### config.mk
export PLATFORM = sky130hd
export DESIGN_NAME = iida_rdgrp
export DESIGN_NICKNAME = d
export VERILOG_FILES = /design/src/rtl/indexed_insert_delete_array_top_assert.svh /design/src/rtl/iida_pkg.sv /design/src/rtl/iida_rdgrp.sv
export SDC_FILE = /design/constraint.sdc
export NUM_CORES = 1
export LEC_CHECK = 0
export CAP_MARGIN = 25
export CORE_AREA = 2 2 112 114
export DETAILED_ROUTE_END_ITERATION = 10
export DIE_AREA = 0 0 114 116
export DONT_BUFFER_PORTS = 1
export GPL_TIMING_DRIVEN = 0
export PLACE_DENSITY = 0.3
export RECOVER_POWER = 50
export SYNTH_ARGS = -nofsm -noshare
export SYNTH_HDL_FRONTEND = slang
export SYNTH_SLANG_ARGS = --single-unit
### constraint.sdc
create_clock -name clk -period 1.5 [get_ports clk]
set_input_delay 0.225 -clock clk [delete_from_list [all_inputs] [get_ports clk]]
set_output_delay 0.225 -clock clk [all_outputs]
set_load 0.01 [all_outputs]
### src/rtl/indexed_insert_delete_array_top_assert.svh
// ---------------------------------------------------------------------------
// Assertion macros for the indexed insert/delete array
// Concurrent checks that compile away when SYNTHESIS is defined.
// ---------------------------------------------------------------------------
`ifndef INDEXED_INSERT_DELETE_ARRAY_TOP_ASSERT_SVH
`define INDEXED_INSERT_DELETE_ARRAY_TOP_ASSERT_SVH

`ifndef SYNTHESIS
// Same-cycle implication, disabled during reset.
`define IIDA_ASSERT_IMPLY(label, clk, rst_n, ante, cons) \
  label: assert property (@(posedge clk) disable iff (!rst_n) (ante) |-> (cons)) \
    else $error("indexed array check failed");
// Next-cycle implication, disabled during reset.
`define IIDA_ASSERT_NEXT(label, clk, rst_n, ante, cons) \
  label: assert property (@(posedge clk) disable iff (!rst_n) (ante) |=> (cons)) \
    else $error("indexed array check failed");
`else
`define IIDA_ASSERT_IMPLY(label, clk, rst_n, ante, cons)
`define IIDA_ASSERT_NEXT(label, clk, rst_n, ante, cons)
`endif

`endif

### src/rtl/iida_pkg.sv
`timescale 1ns / 1ps
// ---------------------------------------------------------------------------
// iida_pkg
// Types, codes and sizes shared by the indexed insert/delete array.
// ---------------------------------------------------------------------------
package iida_pkg;

  localparam int CAPACITY = 128;
  localparam int WORD_W   = 32;
  localparam int POS_W    = 7;
  localparam int CMD_W    = 3;
  localparam int FILL_W   = 8;
  localparam int IDX_W    = $clog2(CAPACITY);
  localparam int CNT_W    = $clog2(CAPACITY + 1);
  // Width wide enough for a count, a position and a position plus one.
  localparam int CMP_W    = (CNT_W > POS_W + 1) ? CNT_W : POS_W + 1;
  localparam int GRP_SIZE = 8;
  localparam int NGRP     = (CAPACITY + GRP_SIZE - 1) / GRP_SIZE;

  localparam logic [CMD_W-1:0] CMD_INS_BEFORE = 3'd0;
  localparam logic [CMD_W-1:0] CMD_INS_AFTER  = 3'd1;
  localparam logic [CMD_W-1:0] CMD_DEL_BEFORE = 3'd2;
  localparam logic [CMD_W-1:0] CMD_DEL_AFTER  = 3'd3;
  localparam logic [CMD_W-1:0] CMD_READ       = 3'd4;

  typedef enum logic [1:0] {
    ST_OK     = 2'd0,
    ST_FULL   = 2'd1,
    ST_BADIDX = 2'd2
  } status_t;

  typedef enum logic [1:0] {
    OP_HOLD,
    OP_INSERT,
    OP_DELETE,
    OP_READ
  } cell_op_t;

  typedef enum logic [1:0] {
    S_IDLE,
    S_EXEC,
    S_REDUCE
  } fsm_t;

  typedef struct packed {
    logic [CMD_W-1:0]         cmd;
    logic [POS_W-1:0]         position;
    logic signed [WORD_W-1:0] data_word;
  } in_item_t;

  typedef struct packed {
    logic [1:0]               status;
    logic [FILL_W-1:0]        fill_count;
    logic signed [WORD_W-1:0] read_word;
  } out_item_t;

  // Broadcast to every cell of the chain.
  typedef struct packed {
    cell_op_t          op;
    logic [CMP_W-1:0]  slot;
    logic [WORD_W-1:0] word;
  } cell_ctl_t;

endpackage

### src/rtl/iida_rdgrp.sv
`timescale 1ns / 1ps
// ---------------------------------------------------------------------------
// iida_rdgrp
// First level of the read tree: ORs the masked words of a group of cells.
// ---------------------------------------------------------------------------
module iida_rdgrp import iida_pkg::*; (
  input  logic              clk,
  input  logic [WORD_W-1:0] rd_in [GRP_SIZE],
  output logic [WORD_W-1:0] rd_o
);

  logic [WORD_W-1:0] grp_r;
  logic [WORD_W-1:0] grp_nxt;

  // At most one cell drives a nonzero word, so OR acts as a select.
  always_comb begin
    grp_nxt = '0;
    for (int i = 0; i < GRP_SIZE; i++) begin
      grp_nxt = grp_nxt | rd_in[i];
    end
  end

  always_ff @(posedge clk) begin
    grp_r <= grp_nxt;
  end

  assign rd_o = grp_r;

endmodule

# Word-level counts from Yosys, hierarchy flattened
# Index checks and enable logic that the tools add are counted.
# classes
n_bitwise	7
# ops
cell	count
32-bit OR	7
# totals
register_bits	32

# Longest topological paths before layout
# logic_depth
word_depth	7
mapped_depth	2

# Worst setup path after synthesis
# Ideal clock, no wire load.
# synth_path
kind	input to register
from	input port rd_in[192] in the netlist's numbering
to	register grp_r[0], in the netlist rd_o[0]
slack_ns	0.845
setup_ns	0.124
arrival_ns	0.530
path_stages	2
cell_sequence	nor4_1 > nand2_1
# synth_via
elab_chain_len	7
# synth_rtl
item	line_no	rtl
start, declared	iida_rdgrp.sv:8	input logic [WORD_W-1:0] rd_in [GRP_SIZE],
32-bit OR (7 in a row)	iida_rdgrp.sv:19	grp_nxt = grp_nxt | rd_in[i];
named net grp_nxt[0]	iida_rdgrp.sv:13	logic [WORD_W-1:0] grp_nxt;
end signal, assigned	iida_rdgrp.sv:24	grp_r <= grp_nxt;
end, declared	iida_rdgrp.sv:12	logic [WORD_W-1:0] grp_r;
# The timed path passes the listed nets, and every way through them passes these cells.

# Final worst setup path
# layout_path
from	register grp_r[31], in the netlist rd_o[31]
to	output port rd_o[31]
# layout_rtl
item	line_no	rtl
end, declared	iida_rdgrp.sv:9	output logic [WORD_W-1:0] rd_o
# No word-level cell between the ends.

==> qor.txt <==
Int Pwr - 1540 uW
Combinational family with the most area after synthesis - simple AND/OR/NAND/NOR gates
Antenna Nets Post-Route - 0
M1 GR Usage - 5.02%
Required time worst endpoint - 1.27 ns
Synthesized instance count - 128
Relative slew slack - 79.7%
Clock root cell - clkbuf_16
GPL Wtd Cong - 0.736
HP Class - in -> reg
Die footprint - 13200 um^2
Die Width - 114 um
Worst setup EP type - output pin
Post-Route WL - 4930 um
Switching share of power - 20.2%
CP Launch Type - flip-flop
Largest net degree at the start of global routing - 10
Final core occ - 12.5%
Sequential power share - 44.4%
# Post-CTS Setup Buffers - 0
Diodes inserted - 0
First-pass GRT wire length - 5790 um
PostCTS Resize Cnt - 0
# rows - 40
Num ports - 289
Max Transition Viols Final - 0
H-tree depth - 2
Grt met2 use - 13.0%
IO Port Bufs - 0
CP arrival - 0.67 ns
Drt drc - 0
Vias in the first global route - 1162
Most Crowded Layer GR - met2
Std-Cell Core Area - 11900 um^2
Die Y - 116 um
Max-cap violations - 0
Fmax - 1.12 GHz
Syn Nets - 385
Hold Startpoint - rd_in[10]
Initial antenna violation count - 0
Post-Syn Area - 1160 um^2
Sw Pwr - 390 uW
Clock sinks - 32
PwrDens - 1290 nW/um^2
Critical setup path kind - reg -> out
WL/cell - 17.4 um
CTS tree - done
Peak supply drop - 322 uV
Crit path max fanout - 1
Critical path launch point - rd_o[31]
First-pass DRT Iterations - 3
Post-Synth Simple-Gate Area - 44.8%
Area growth, synth to finish - 28.4%
DP HPWL - 4390 um
Logic gate share of total power - 1.8%
Leakage power - 0.000365 uW
Status - finished clean
Register area share after synthesis - 55.2%
Post-synthesis register bit count - 32
Post-synthesis compound-gate area fraction - 0%
Tot Pwr - 1930 uW
Final hold viol count - 0
Avg Cell Area, Syn - 9.07 um^2
Mux contribution to synthesized area - 0%
Clk buf depth - 2
Netlist cell types - 3
Adder-cell share of the synthesized area - 0%
Max reg flops - 32
Total vias in the final route - 1196
Final period util - 59.7%
GRT Total Usage - 6.77%
Fin Setup TNS - 0 ns
RSZ-0062 raised after global routing - false
Cts hold-fix bufs - 0
Worst-Margin Slew - 0.301 ns
Tmin final - 0.896 ns
Synth Area in XOR/XNOR - 0%
Number of buffers created by CTS - 5
Initial DRC count - 13
Starting density of the core - 9.75%
# fillers - 1353
Clk slew on worst S/H paths - 0.05 ns
# nets final - 392
Final setup vio count - 0
Grt ovf - 0
Clock share of power - 53.8%
Drt via density - 4.23
Yosys warnings - 0
Share of layout cells above drive strength 1 - 4.41%
M3 GR Usage - 4.13%
## path summary, 6_finish.rpt
| kind | to | depth (start not counted) |
|---|---|---|
| min | rd_o[10] | 2 |
| max | rd_o[31] | 0 |
## power groups by stage
| stage | clock network (uW) | logic (uW) | registers [uW] |
|---|---|---|---|
| 2_1_floorplan | 0 | 32.1 | 874 |
| 3_3_place_gp | 0 | 34.0 | 874 |
| 3_5_place_dp | 0 | 35.1 | 874 |
| 4_1_cts | 1110 | 35.2 | 856 |
| 5_1_grt | 1150 | 39.6 | 856 |
| 6_report | 1040 | 34.6 | 856 |
## metrics by stage
step | hold slack (ns) | instance area, um^2 | instances | setup slack [ns]
detailed placement | 0.321 | 1350 | 275 | 0.720
global placement | 0.319 | 1350 | 275 | 0.718
CTS | 0.0153 | 1490 | 283 | 0.565
finish | 0.0292 | 1490 | 283 | 0.604
global route | 0.0154 | 1490 | 283 | 0.553
floorplan | 0.316 | 1160 | 128 | 0.845
## Yosys cell counts
master	number	area [um^2]
nand2_1	32	120
dfxtp_1	32	641
nor4_1	64	400
## metal layers
metal / up-vias / share of wire, %
li1: 527 / -
met3: 6 / 14
met4: 0 / 2.2
met1: 492 / 28
met5: - / 0
met2: 171 / 55
## layout by cell type (no fill, tap or decap)
| cell | Yosys | final |
|---|---|---|
| clkbuf_8 | 0 | 1 |
| nand2_1 | 32 | 32 |
| clkbuf_16 | 0 | 5 |
| dfxtp_1 | 32 | 32 |
| nor4_1 | 64 | 64 |
| clkbuf_1 | 0 | 2 |
## area by class of cell
class,instances,area (um^2),share of cell area (%)
Multi-Input combinational cell,96,520,34.9
Sequential cell,32,641,43.0
Clock buffer,8,146,9.82
Tap cell,147,184,12.3
## kinds of logic (layout without fill, tap and decap cells)
group | Yosys count | in the layout
simple gates | 96 | 96
buf+inv | 0 | 8
flops | 32 | 32
Note: power is estimated with default switching activity, not from simulation.
