`src/rtl/indexed_insert_delete_array_top_assert.svh`:
```
// ---------------------------------------------------------------------------
// Assertion macros for the indexed insert/delete array
// Concurrent checks that compile away when SYNTHESIS is defined.
// ---------------------------------------------------------------------------
`ifndef INDEXED_INSERT_DELETE_ARRAY_TOP_ASSERT_SVH
`define INDEXED_INSERT_DELETE_ARRAY_TOP_ASSERT_SVH

`ifndef SYNTHESIS
// Same-cycle implication, disabled during reset.
`define IIDA_ASSERT_IMPLY(label, clk, rst_n, ante, cons) \
  label: assert property (@(posedge clk) disable iff (!rst_n) (ante) |-> (cons)) \
    else $error("indexed array check failed");
// Next-cycle implication, disabled during reset.
`define IIDA_ASSERT_NEXT(label, clk, rst_n, ante, cons) \
  label: assert property (@(posedge clk) disable iff (!rst_n) (ante) |=> (cons)) \
    else $error("indexed array check failed");
`else
`define IIDA_ASSERT_IMPLY(label, clk, rst_n, ante, cons)
`define IIDA_ASSERT_NEXT(label, clk, rst_n, ante, cons)
`endif

`endif

```
`src/rtl/iida_pkg.sv`:
```
`timescale 1ns / 1ps
// ---------------------------------------------------------------------------
// iida_pkg
// Types, codes and sizes shared by the indexed insert/delete array.
// ---------------------------------------------------------------------------
package iida_pkg;

  localparam int CAPACITY = 128;
  localparam int WORD_W   = 32;
  localparam int POS_W    = 7;
  localparam int CMD_W    = 3;
  localparam int FILL_W   = 8;
  localparam int IDX_W    = $clog2(CAPACITY);
  localparam int CNT_W    = $clog2(CAPACITY + 1);
  // Width wide enough for a count, a position and a position plus one.
  localparam int CMP_W    = (CNT_W > POS_W + 1) ? CNT_W : POS_W + 1;
  localparam int GRP_SIZE = 8;
  localparam int NGRP     = (CAPACITY + GRP_SIZE - 1) / GRP_SIZE;

  localparam logic [CMD_W-1:0] CMD_INS_BEFORE = 3'd0;
  localparam logic [CMD_W-1:0] CMD_INS_AFTER  = 3'd1;
  localparam logic [CMD_W-1:0] CMD_DEL_BEFORE = 3'd2;
  localparam logic [CMD_W-1:0] CMD_DEL_AFTER  = 3'd3;
  localparam logic [CMD_W-1:0] CMD_READ       = 3'd4;

  typedef enum logic [1:0] {
    ST_OK     = 2'd0,
    ST_FULL   = 2'd1,
    ST_BADIDX = 2'd2
  } status_t;

  typedef enum logic [1:0] {
    OP_HOLD,
    OP_INSERT,
    OP_DELETE,
    OP_READ
  } cell_op_t;

  typedef enum logic [1:0] {
    S_IDLE,
    S_EXEC,
    S_REDUCE
  } fsm_t;

  typedef struct packed {
    logic [CMD_W-1:0]         cmd;
    logic [POS_W-1:0]         position;
    logic signed [WORD_W-1:0] data_word;
  } in_item_t;

  typedef struct packed {
    logic [1:0]               status;
    logic [FILL_W-1:0]        fill_count;
    logic signed [WORD_W-1:0] read_word;
  } out_item_t;

  // Broadcast to every cell of the chain.
  typedef struct packed {
    cell_op_t          op;
    logic [CMP_W-1:0]  slot;
    logic [WORD_W-1:0] word;
  } cell_ctl_t;

endpackage

```
`src/rtl/iida_cell.sv`:
```
`timescale 1ns / 1ps
// ---------------------------------------------------------------------------
// iida_cell
// One storage slot of the chain: holds, shifts or loads its word.
// ---------------------------------------------------------------------------
module iida_cell import iida_pkg::*; (
  input  logic              clk,
  input  cell_ctl_t         ctl,
  input  logic [IDX_W-1:0]  idx,
  input  logic [WORD_W-1:0] left_word,
  input  logic [WORD_W-1:0] right_word,
  output logic [WORD_W-1:0] word_o,
  output logic [WORD_W-1:0] rd_o
);

  logic [WORD_W-1:0] word_r;
  logic [WORD_W-1:0] word_nxt;
  logic [CMP_W-1:0]  my_idx;

  assign my_idx = CMP_W'(idx);

  always_comb begin
    word_nxt = word_r;
    case (ctl.op)
      OP_INSERT: begin
        if (my_idx > ctl.slot) begin
          word_nxt = left_word;
        end else if (my_idx == ctl.slot) begin
          word_nxt = ctl.word;
        end
      end
      OP_DELETE: begin
        if (my_idx >= ctl.slot) begin
          word_nxt = right_word;
        end
      end
      default: word_nxt = word_r;
    endcase
  end

  always_ff @(posedge clk) begin
    word_r <= word_nxt;
  end

  assign word_o = word_r;
  assign rd_o   = (ctl.op == OP_READ && my_idx == ctl.slot) ? word_r : '0;

endmodule

```
`config.mk`:
```
export PLATFORM = sky130hd
export DESIGN_NAME = iida_cell
export DESIGN_NICKNAME = d
export VERILOG_FILES = /design/src/rtl/indexed_insert_delete_array_top_assert.svh /design/src/rtl/iida_pkg.sv /design/src/rtl/iida_cell.sv
export SDC_FILE = /design/constraint.sdc
export NUM_CORES = 1
export LEC_CHECK = 0
export BUFFER_PORTS_ARGS = -buffer_cell sky130_fd_sc_hd__clkbuf_2
export CELL_PAD_IN_SITES_DETAIL_PLACEMENT = 0
export CELL_PAD_IN_SITES_GLOBAL_PLACEMENT = 1
export CORE_ASPECT_RATIO = 1.1
export CORE_UTILIZATION = 24
export DETAILED_ROUTE_END_ITERATION = 16
export GPL_TIMING_DRIVEN = 0
export PLACE_DENSITY = 0.86
export SLEW_MARGIN = 10
export SYNTH_ARGS = -nofsm -noshare
export SYNTH_HDL_FRONTEND = slang
export SYNTH_SLANG_ARGS = --single-unit
```
`constraint.sdc`:
```
create_clock -name clk -period 2.19 [get_ports clk]
set_clock_uncertainty 0.05 [all_clocks]
set_input_delay 0.1095 -clock clk [delete_from_list [all_inputs] [get_ports clk]]
set_output_delay 0.1095 -clock clk [all_outputs]
set_load 0.1 [all_outputs]
```
# Word-level counts from Yosys, hierarchy flattened

Index checks and enable logic that the tools add are counted.
Widths: inputs -> output; s select.

Muxes and demuxes: 5
Eq/ne operators: 6
Reduce and logical (&&, ||, !) cells: 3
Magnitude comparators: 2

Operators by type and width:

| kind               | count |
|---|---|
| $mux 32            | 4 |
| $pmux 32 s2        | 1 |
| $eq 7x8->1         | 1 |
| $ge 7x8->1         | 1 |
| $gt 7x8->1         | 1 |
| $eq 2x2->1 const B | 2 |
| $ne 3x3->1 const B | 1 |
| $reduce_and 3->1   | 1 |
| $eq 2x1->1 const B | 1 |
| $ne 2x2->1 const B | 1 |
| $reduce_bool 2->1  | 1 |
| $logic_and 1x1->1  | 1 |

Register bits: 32
Bits of input ports: 114
Word-level logic and storage cells: 17
Output and inout port bits: 64

# Depth between registers and ports, before layout

Gate-level depths: netlist of run 1.

Depth after elaboration: 4
Mapped depth: 9
Gate-level depth less buffers: 7

# Worst setup path after synthesis of run 1

No wires, ideal clock.

Kind: input port to output port
From: input ctl[37] (netlist bit)
To: output rd_o[10]
Path slack: 0.094 ns
Arrival: 1.937 ns
Buffers on the path: 1
Data required time: 2.030 ns
Stages: 7
Cells stage by stage: inv_1 -> ha_1 -> nand4b_1 -> nor2_1 -> and3_1 -> clkbuf_1 -> and2_1

Cells in the longest elaborated chain, start to end: 3

RTL lines:

| item               | RTL line        | RTL |
|---|---|---|
| start: declaration | iida_cell.sv:8  | `input cell_ctl_t ctl,` |
| $eq 7x8->1         | iida_cell.sv:46 | `assign rd_o = (ctl.op == OP_READ && my_idx == ctl.slot) ? word_r : '0;` |
| $logic_and 1x1->1  | iida_cell.sv:46 |  |
| $mux 32            | iida_cell.sv:46 |  |
| end: declaration   | iida_cell.sv:13 | `output logic [WORD_W-1:0] rd_o` |

No other way between the ends.

# Worst setup path after layout of run 1

From: input ctl[37] (netlist bit)
To: output rd_o[29]

The elaborated chain is that of the path after synthesis.

==> impl_metrics.yaml, run 1 <==
sta:
  slew_headroom_pct: 49.7
  worstMarginPinSlew_ns: 0.754
  rsz0062_at_grt: "false"
  period_share_pct: 94.2
  fmax_mhz: 485
  holdWs_ns: 0.0736
  fin_ws_ns: 0.126
  setup_violations: 0
  fin_setup_tns_ns: 0
  slew_violations: 0
  period_minus_slack_ns: 2.06
  hold_viol_final: 0
logic_synthesis:
  yosysTopAreaCell: "edfxtp_1"
  syn-cell-area_um2: 2040
  synth_top_area_share_pct: 47.0
  ys_dominant_reg_cell: "edfxtp_1"
  yosysSeqAreaShare_pct: 47.0
  synth_nets: 296
  yosys_warnings: 0
  synth_most_common_cell: "and2_1"
  synth_edf_count: 32
  synth_cell_type_count: 25
  synth_seq_cells: 32
  syn_avg_cell_area_um2: 11.7
  async_reset_ff_share_pct: 0
  ys_top_cells_by_area: "edfxtp_1, and2_1, a221o_1"
  synthTopCellsByCount: "and2_1, a221o_1, edfxtp_1"
  synth_cells: 175
floorplan:
  start_util_pct: 25.3
  rows: 34
  die_area_um2: 8890
  die_w_um: 90.0
  core_um2: 8080
  die_h_um: 98.8
  io_pins: 178
power:
  p_per_area_nw_per_um2: 609
  p_sw_uw: 698
  power_switching_share_pct: 35.2
  power_frac_comb_pct: 33.6
  p_int_uw: 1280
  ir_drop_uv: 219
  p_seq_share_pct: 38.2
  p_clk_share_pct: 28.2
  p_leak_uw: 0.00160
setup_path:
  critPathLaunchType: "input pin"
  cp.arrival_ns: 1.90
  endpoint_kind: "output pin"
  cpPeakStageDelay_ns: 0.32
  crit_top_cell: "clkbuf_2"
  slowest_stage: "and3_1"
  critical_path_required_ns: 2.03
  worst-path-max-fanout: 10
  worstSetupPathType: "in2out"
  cp_cell_sequence: "clkbuf_2, inv_1, ha_1, nand4b_1, nor2_1, and3_1, clkbuf_2, and2_1, clkbuf_4"
placement:
  portBuffers: 177
  gp_congestion: 0.789
  place_inst: 460
  dpl_worst_slack_ns: -0.187
  dp_hpwl_um: 5290
  place_area_um2: 3070
clocking:
  cts_resized: 32
  ctsHoldBuffers: 0
  clk_pin_slew_worst_paths_ns: 0.08
  post-cts-setup-buffers: 0
  htreeDepth: 2
  cts-root-buf: "clkbuf_8"
  cts_tree: "yes"
  cts.sinks: 32
  clock_path_buffers: 2
  cts_buffers: 5
worst_hold_path:
  holdPathEnd: "word_o[0]$_DFFE_PP_"
  holdPathStages: 2
  hp-start: "ctl[0]"
  hold_path_class: "in2reg"
drt:
  ant_nets: 0
  drtIter0Drc: 38
  via_per_inst: 4.42
  drc: 0
  drt-total-wl_um: 6460
  vias: 2068
  drtPass1Iterations: 6
  routedWlPerCell_um: 13.8
final_layout:
  largest_reg_flops: 32
  antenna_cells: 0
  layout.nets: 480
  fillers: 847
  drive_gt1_share_pct: 55.0
  fin_cells: 468
  final_area_um2: 3250
  area_growth_pct: 59.3
global_route:
  overflow: 0
  grt_pass1_vias: 2039
  grt_pass1_wl_um: 9840
  antenna_found_initial: 0
  grt_usage_pct: 14.0
  grt_max_degree: 33
status:
  status: "finished, final reports clean"
run:
  max_cap_viol_count: 0
## placed cells by master, fill, tap and decap left out, types with 2 or more instances in the layout
master and n:
clkbuf_2 149, and2_1 64, a221o_1 32, edfxtp_1 32, buf_4 24, buf_6 8, inv_1 7, ha_1 7
clkbuf_8 5, clkbuf_4 5, clkbuf_1 3, nor2b_1 2, nor2_1 2, clkinv_1 2
## power groups by stage
stage	sequential, µW	combinational, µW	clock (µW)
6_report	756	667	558
5_1_grt	762	704	603
4_1_cts	757	672	581
3_5_place_dp	770	671	0
3_3_place_gp	770	665	0
2_1_floorplan	1060	194	0
## how the worst max path moves through the flow
| stage | startpoint | endpoint | slack (ns) | cells past startpoint |
|---|---|---|---|---|
| floorplan | ctl[37] | rd_o[10] | 0.09 | 7 |
| global route | ctl[35] | rd_o[23] | 0.0009 | 9 |
| CTS | ctl[38] | rd_o[9] | -0.0005 | 9 |
| finish | ctl[37] | rd_o[29] | 0.13 | 9 |
| global placement | ctl[33] | word_o[8]$_DFFE_PP_ | -0.37 | 7 |
| detailed placement | ctl[38] | rd_o[14] | -0.19 | 9 |
## kinds of logic after synthesis
kind of cell / count (synthesis) / synth area share (%)
flip-flops: 32 / 47.0
buffers and inverters: 20 / 6.25
AO/OA/AOI/OAI: 40 / 19.0
AND/OR/NAND/NOR: 76 / 23.5
adder cells (fa/ha/maj): 7 / 4.29
## routing by layer
metal | track usage, % | wire (µm)
met4 | 5.71 | 124
met2 | 24.9 | 3290
met1 | 17.1 | 2750
met3 | 2.01 | 294
met5 | 0 | 0
## through the flow
step                      util [%]  total power, µW
after floorplan                  -             1260
after global placement        37.9             1430
after detailed placement      37.9             1440
after CTS                     40.2             2010
after global routing          40.3             2070
final                         40.3             1980
## final cells by class
| type | count | area [µm²] | area share [%] |
|---|---|---|---|
| multi-input combinational | 123 | 956 | 29.4 |
| tap | 108 | 135 | 4.15 |
| buffer | 13 | 105 | 3.23 |
| timing repair buffer | 177 | 965 | 29.6 |
| inverter | 7 | 26.3 | 0.807 |
| clock inverter | 3 | 37.5 | 1.15 |
| clock buffer | 5 | 68.8 | 2.11 |
| sequential | 32 | 961 | 29.5 |
## worst max-delay path: cells and delay by family
| kind | cells | cell delay [ns] |
|---|---|---|
| and+or+nand+nor | 4 | 0.81 |
| buffers and inverters | 4 | 0.66 |
| adders and majority gates | 1 | 0.31 |
No activity file was read; power rests on OpenSTA's default activity.
==> run 2: changes to the inputs <==
--- a/config.mk
+++ b/config.mk
@@ -9,10 +9,10 @@
 export CELL_PAD_IN_SITES_DETAIL_PLACEMENT = 0
 export CELL_PAD_IN_SITES_GLOBAL_PLACEMENT = 1
 export CORE_ASPECT_RATIO = 1.1
-export CORE_UTILIZATION = 24
+export CORE_UTILIZATION = 27
 export DETAILED_ROUTE_END_ITERATION = 16
 export GPL_TIMING_DRIVEN = 0
-export PLACE_DENSITY = 0.86
+export PLACE_DENSITY = 0.91
 export SLEW_MARGIN = 10
 export SYNTH_ARGS = -nofsm -noshare
 export SYNTH_HDL_FRONTEND = slang
==> constraint.sdc (replaced) <==
create_clock -name clk -period 1.9 [get_ports clk]
set_clock_uncertainty 0.05 [all_clocks]
set_input_delay 0.095 -clock clk [delete_from_list [all_inputs] [get_ports clk]]
set_output_delay 0.095 -clock clk [all_outputs]
set_load 0.1 [all_outputs]
==> run 2 against run 1 <==
Flip-flop and latch count is the same. Sequential power grew 16%. The run now ends with design-rule violations left. Global-route usage grew 1.5 points. Design area grew 7.3%. Sequential share of layout area shrank 2.0 points. Combinational power grew 16%. Cell count shrank 4.9%. Non-clock buffer count grew 1. Largest power group unchanged. Core utilization grew 8.5 points.
==> impl_metrics.yaml, run 2 (same netlist as run 1, synthesis figures left out) <==
status:
  status: "finished, violations left"
  violations: "design-rule violations"
clocking:
  cts_tree: "yes"
  clk_pin_slew_worst_paths_ns: 0.06
  ctsHoldBuffers: 0
  htreeDepth: 2
  cts-root-buf: "clkbuf_8"
  cts_buffers: 5
  cts.sinks: 32
  clock_path_buffers: 2
sta:
  worstMarginPinSlew_ns: 0.547
  slew_headroom_pct: 63.7
  slew_violations: 0
  period_share_pct: 95.7
  fmax_mhz: 550
  fin_ws_ns: 0.0819
  rsz0062_at_grt: "true"
  hold_viol_final: 0
  period_minus_slack_ns: 1.82
  setup_violations: 0
global_route:
  grt_usage_pct: 15.5
  antenna_found_initial: 0
  use_met1_pct: 18.0
  gr-usage-met2_pct: 28.2
  grt_pass1_wl_um: 9490
  use_met3_pct: 2.74
  overflow: 0
  grt_max_degree: 33
  grt_pass1_vias: 2019
  gr-max-usage-layer: "met2"
floorplan:
  core_um2: 7170
  die_w_um: 84.9
  rows: 32
  io_pins: 178
  start_util_pct: 28.5
  die_area_um2: 7920
  die_h_um: 93.2
power:
  p_per_area_nw_per_um2: 611
  p_leak_uw: 0.00167
  ir_drop_uv: 210
setup_path:
  cp.arrival_ns: 1.78
  worstSetupPathType: "in2reg"
  worst-path-max-fanout: 10
  critical_path_required_ns: 1.87
  endpoint_kind: "register"
  critPathLaunchType: "input pin"
drt:
  vias: 2134
  drtPass1Iterations: 10
  routedWlPerCell_um: 14.4
  drc: 8
  via_per_inst: 4.80
  ant_nets: 0
  drt-total-wl_um: 6420
  drtIter0Drc: 57
final_layout:
  area_growth_pct: 70.9
  layout.nets: 481
  layout_commonest_cell: "clkbuf_2"
  layout_common_cells: "clkbuf_2, and2_1, a221o_1, and2_2, edfxtp_1"
  largest_reg_flops: 32
  drive_gt1_share_pct: 64.7
  antenna_cells: 0
  fillers: 664
  fin_util_pct: 48.7
run:
  max_cap_viol_count: 0
placement:
  gp_congestion: 0.793
  dpl_worst_slack_ns: -0.452
  dp_hpwl_um: 5130
  portBuffers: 177
worst_hold_path:
  hold_path_class: "in2reg"
[run 2: cell types whose count changed in the layout (fill, tap and decap cells not counted), sizes merged]
cell,before,now
clkbuf,162,166
buf,33,31
bufinv,1,0
clkinv,2,1
[run 2: cell type report]
class,instances,area (µm²),area share [%]
inverters,7,26.3,0.752
well taps,85,106,3.05
flip-flops and latches,32,961,27.5
repair buffers,178,1200,34.3
clock buffers,6,72.6,2.08
clock inverters,1,5.00,0.143
multi-input cells,123,1010,29.0
plain buffers,13,113,3.22
[run 2: where the power goes]
group | total (µW) | switching, µW | internal, µW
clock | 484 | 235 | 249
combinational | 777 | 528 | 249
sequential | 874 | 23.5 | 851
total | 2140 | 787 | 1350
[run 2: routing by layer]
metal / up-vias / part of all wire (%)
met1: 998 / 40
met5: - / 0
li1: 1034 / -
met4: 0 / 2.0
met2: 91 / 53
met3: 11 / 4.7
[run 2: timing repair]
action,4_1_cts,5_1_grt
cloned,0,0
endpoints found under the setup margin,32,69
gates resized for setup,66,32
pin swaps,0,2
buffers inserted,0,1
[run 2: worst max-delay path, stage by stage]
cell and delay, ns:
clkbuf_2 0.07, inv_1 0.03, ha_1 0.33, a21oi_1 0.23
o32a_1 0.21, a21oi_2 0.07, and2b_1 0.17, buf_6 0.13
buf_6 0.13, a221o_1 0.32
[run 2: final timing paths]
kind | startpoint | endpoint | depth (start not counted)
worst min-delay path | left_word[27] | word_o[27]$_DFFE_PP_ | 2
worst max-delay path | ctl[35] | word_o[23]$_DFFE_PP_ | 10
[run 2: per-stage QoR]
stage               setup TNS [ns]  instances  hold WS (ns)  total power, µW  instance area, µm²
floorplan                        0        175         0.259             1450                2080
global placement            -21.73        437         0.347             1650                3080
detailed placement          -22.79        437         0.350             1670                3080
CTS                              0        444        0.0585             2150                3430
global route               -0.0282        445        0.0585             2230                3490
finish                           0        445        0.0689             2140                3490
==> run 3: changes to the inputs <==
--- a/config.mk
+++ b/config.mk
@@ -10,6 +10,7 @@
 export CELL_PAD_IN_SITES_GLOBAL_PLACEMENT = 1
 export CORE_ASPECT_RATIO = 1.1
 export CORE_UTILIZATION = 27
+export CTS_BUF_LIST = sky130_fd_sc_hd__clkbuf_16
 export DETAILED_ROUTE_END_ITERATION = 16
 export GPL_TIMING_DRIVEN = 0
 export PLACE_DENSITY = 0.91
==> run 3 against run 2 <==
The run still ends with design-rule violations left. Non-clock buffer count unchanged. Power up 12%. Maximum frequency about the same. Design area up 2.3%. Global-route usage unchanged. Clock-buffer cell count down 1. Critical path depth unchanged.
==> impl_metrics.yaml, run 3 (same netlist as run 1, synthesis figures left out) <==
final_layout:
  final_area_um2: 3570
  layout.nets: 481
  drive_gt1_share_pct: 65.3
  fin_cells: 445
  largest_reg_flops: 32
  multi_input_area_um2: 1030
  layout_common_cells: "clkbuf_2, and2_1, a221o_1, and2_2, edfxtp_1"
  fillers: 660
  antenna_cells: 0
  layout.area.seq_um2: 961
  layout_commonest_cell: "clkbuf_2"
  area_growth_pct: 74.9
setup_path:
  critical_path_buf_inv_count: 4
  worst-path-max-fanout: 10
  critPathLaunchType: "input pin"
  endpoint_kind: "register"
  cp_top_family: "compound AO/OA/AOI/OAI gates"
  cpPeakStageDelay_ns: 0.32
  cp_cell_sequence: "clkbuf_2, inv_1, ha_1, a211oi_2, o32a_1, a21oi_2, and2b_1, buf_6, buf_6, a221o_1"
  cp.depth: 10
  critical_path_required_ns: 1.86
  cp.arrival_ns: 1.77
  worstSetupPathType: "in2reg"
  slowest_stage: "ha_1"
  crit_top_cell: "buf_6"
placement:
  dpl_worst_slack_ns: -0.452
  portBuffers: 177
  place_inst: 437
  gp_congestion: 0.793
  place_area_um2: 3080
  dp_hpwl_um: 5130
sta:
  fin_setup_tns_ns: 0
  period_share_pct: 95.7
  worstMarginPinSlew_ns: 0.547
  slew_headroom_pct: 63.7
  holdWs_ns: 0.0760
  slew_violations: 0
  fin_ws_ns: 0.0825
  period_minus_slack_ns: 1.82
  setup_violations: 0
  fmax_mhz: 550
  hold_viol_final: 0
drt:
  drc: 8
  drtPass1Iterations: 10
  vias: 2122
  via_per_inst: 4.77
  ant_nets: 0
  routedWlPerCell_um: 14.5
  drtIter0Drc: 55
  drt-total-wl_um: 6450
global_route:
  use_met1_pct: 18.0
  gr-max-usage-layer: "met2"
  grt_usage_pct: 15.5
  use_met3_pct: 2.47
  gr-usage-met2_pct: 28.2
  antenna_found_initial: 0
  overflow: 0
  grt_pass1_wl_um: 9480
  grt_max_degree: 33
  grt_pass1_vias: 2018
clocking:
  cts_tree: "yes"
  ctsHoldBuffers: 0
  cts.sinks: 32
  htreeDepth: 2
  cts_buffers: 5
  cts-root-buf: "clkbuf_16"
  clk_pin_slew_worst_paths_ns: 0.05
  clock_path_buffers: 2
power:
  p_leak_uw: 0.00170
  ir_drop_uv: 403
  p_per_area_nw_per_um2: 668
floorplan:
  die_h_um: 93.2
  io_pins: 178
  die_area_um2: 7920
  start_util_pct: 28.5
  die_w_um: 84.9
  core_um2: 7170
  rows: 32
status:
  violations: "design-rule violations"
  status: "finished, violations left"
worst_hold_path:
  hp-start: "left_word[4]"
  holdPathStages: 2
  hold_path_class: "in2reg"
  holdPathEnd: "word_o[4]$_DFFE_PP_"
run:
  max_cap_viol_count: 0
[run 3: where the power goes]
group	switching (µW)	internal (µW)
Clock	260	469
Sequential	23.7	852
Combinational	530	253
[run 3: what timing repair did]
action | 4_1_cts | 5_1_grt
resized for setup | 66 | 34
pin swaps | 0 | 2
setup endpoints to repair | 32 | 80
setup buffers | 0 | 1
[run 3: through the flow]
step / power, µW / util, %
floorplan: 1450 / -
global placement: 1650 / 42.9
detailed placement: 1670 / 42.9
CTS: 2400 / 48.6
global route: 2480 / 49.9
finish: 2390 / 49.9
[run 3: how the worst max path moves through the flow]
stage,from,endpoint
after global routing,ctl[37],word_o[28]$_DFFE_PP_
after global placement,ctl[37],rd_o[18]
after floorplan,ctl[37],word_o[22]$_DFFE_PP_
after CTS,ctl[37],rd_o[4]
after detailed placement,ctl[37],rd_o[17]
final,ctl[37],word_o[29]$_DFFE_PP_
[run 3: metal layers]
| metal | vias to the layer above | part of all wire [%] |
|---|---|---|
| met3 | 10 | 4.1 |
| met2 | 84 | 53 |
| li1 | 1033 | - |
| met5 | - | 0 |
| met1 | 995 | 41 |
| met4 | 0 | 2.1 |
[run 3: cell type report]
cell class,instances,area share [%]
Timing Repair Buffer,178,33.8
Multi-Input combinational cell,123,28.7
Sequential cell,32,26.9
Clock buffer,5,3.50
Buffer,13,3.15
Tap cell,85,2.98
Inverter,7,0.735
Clock inverter,2,0.245
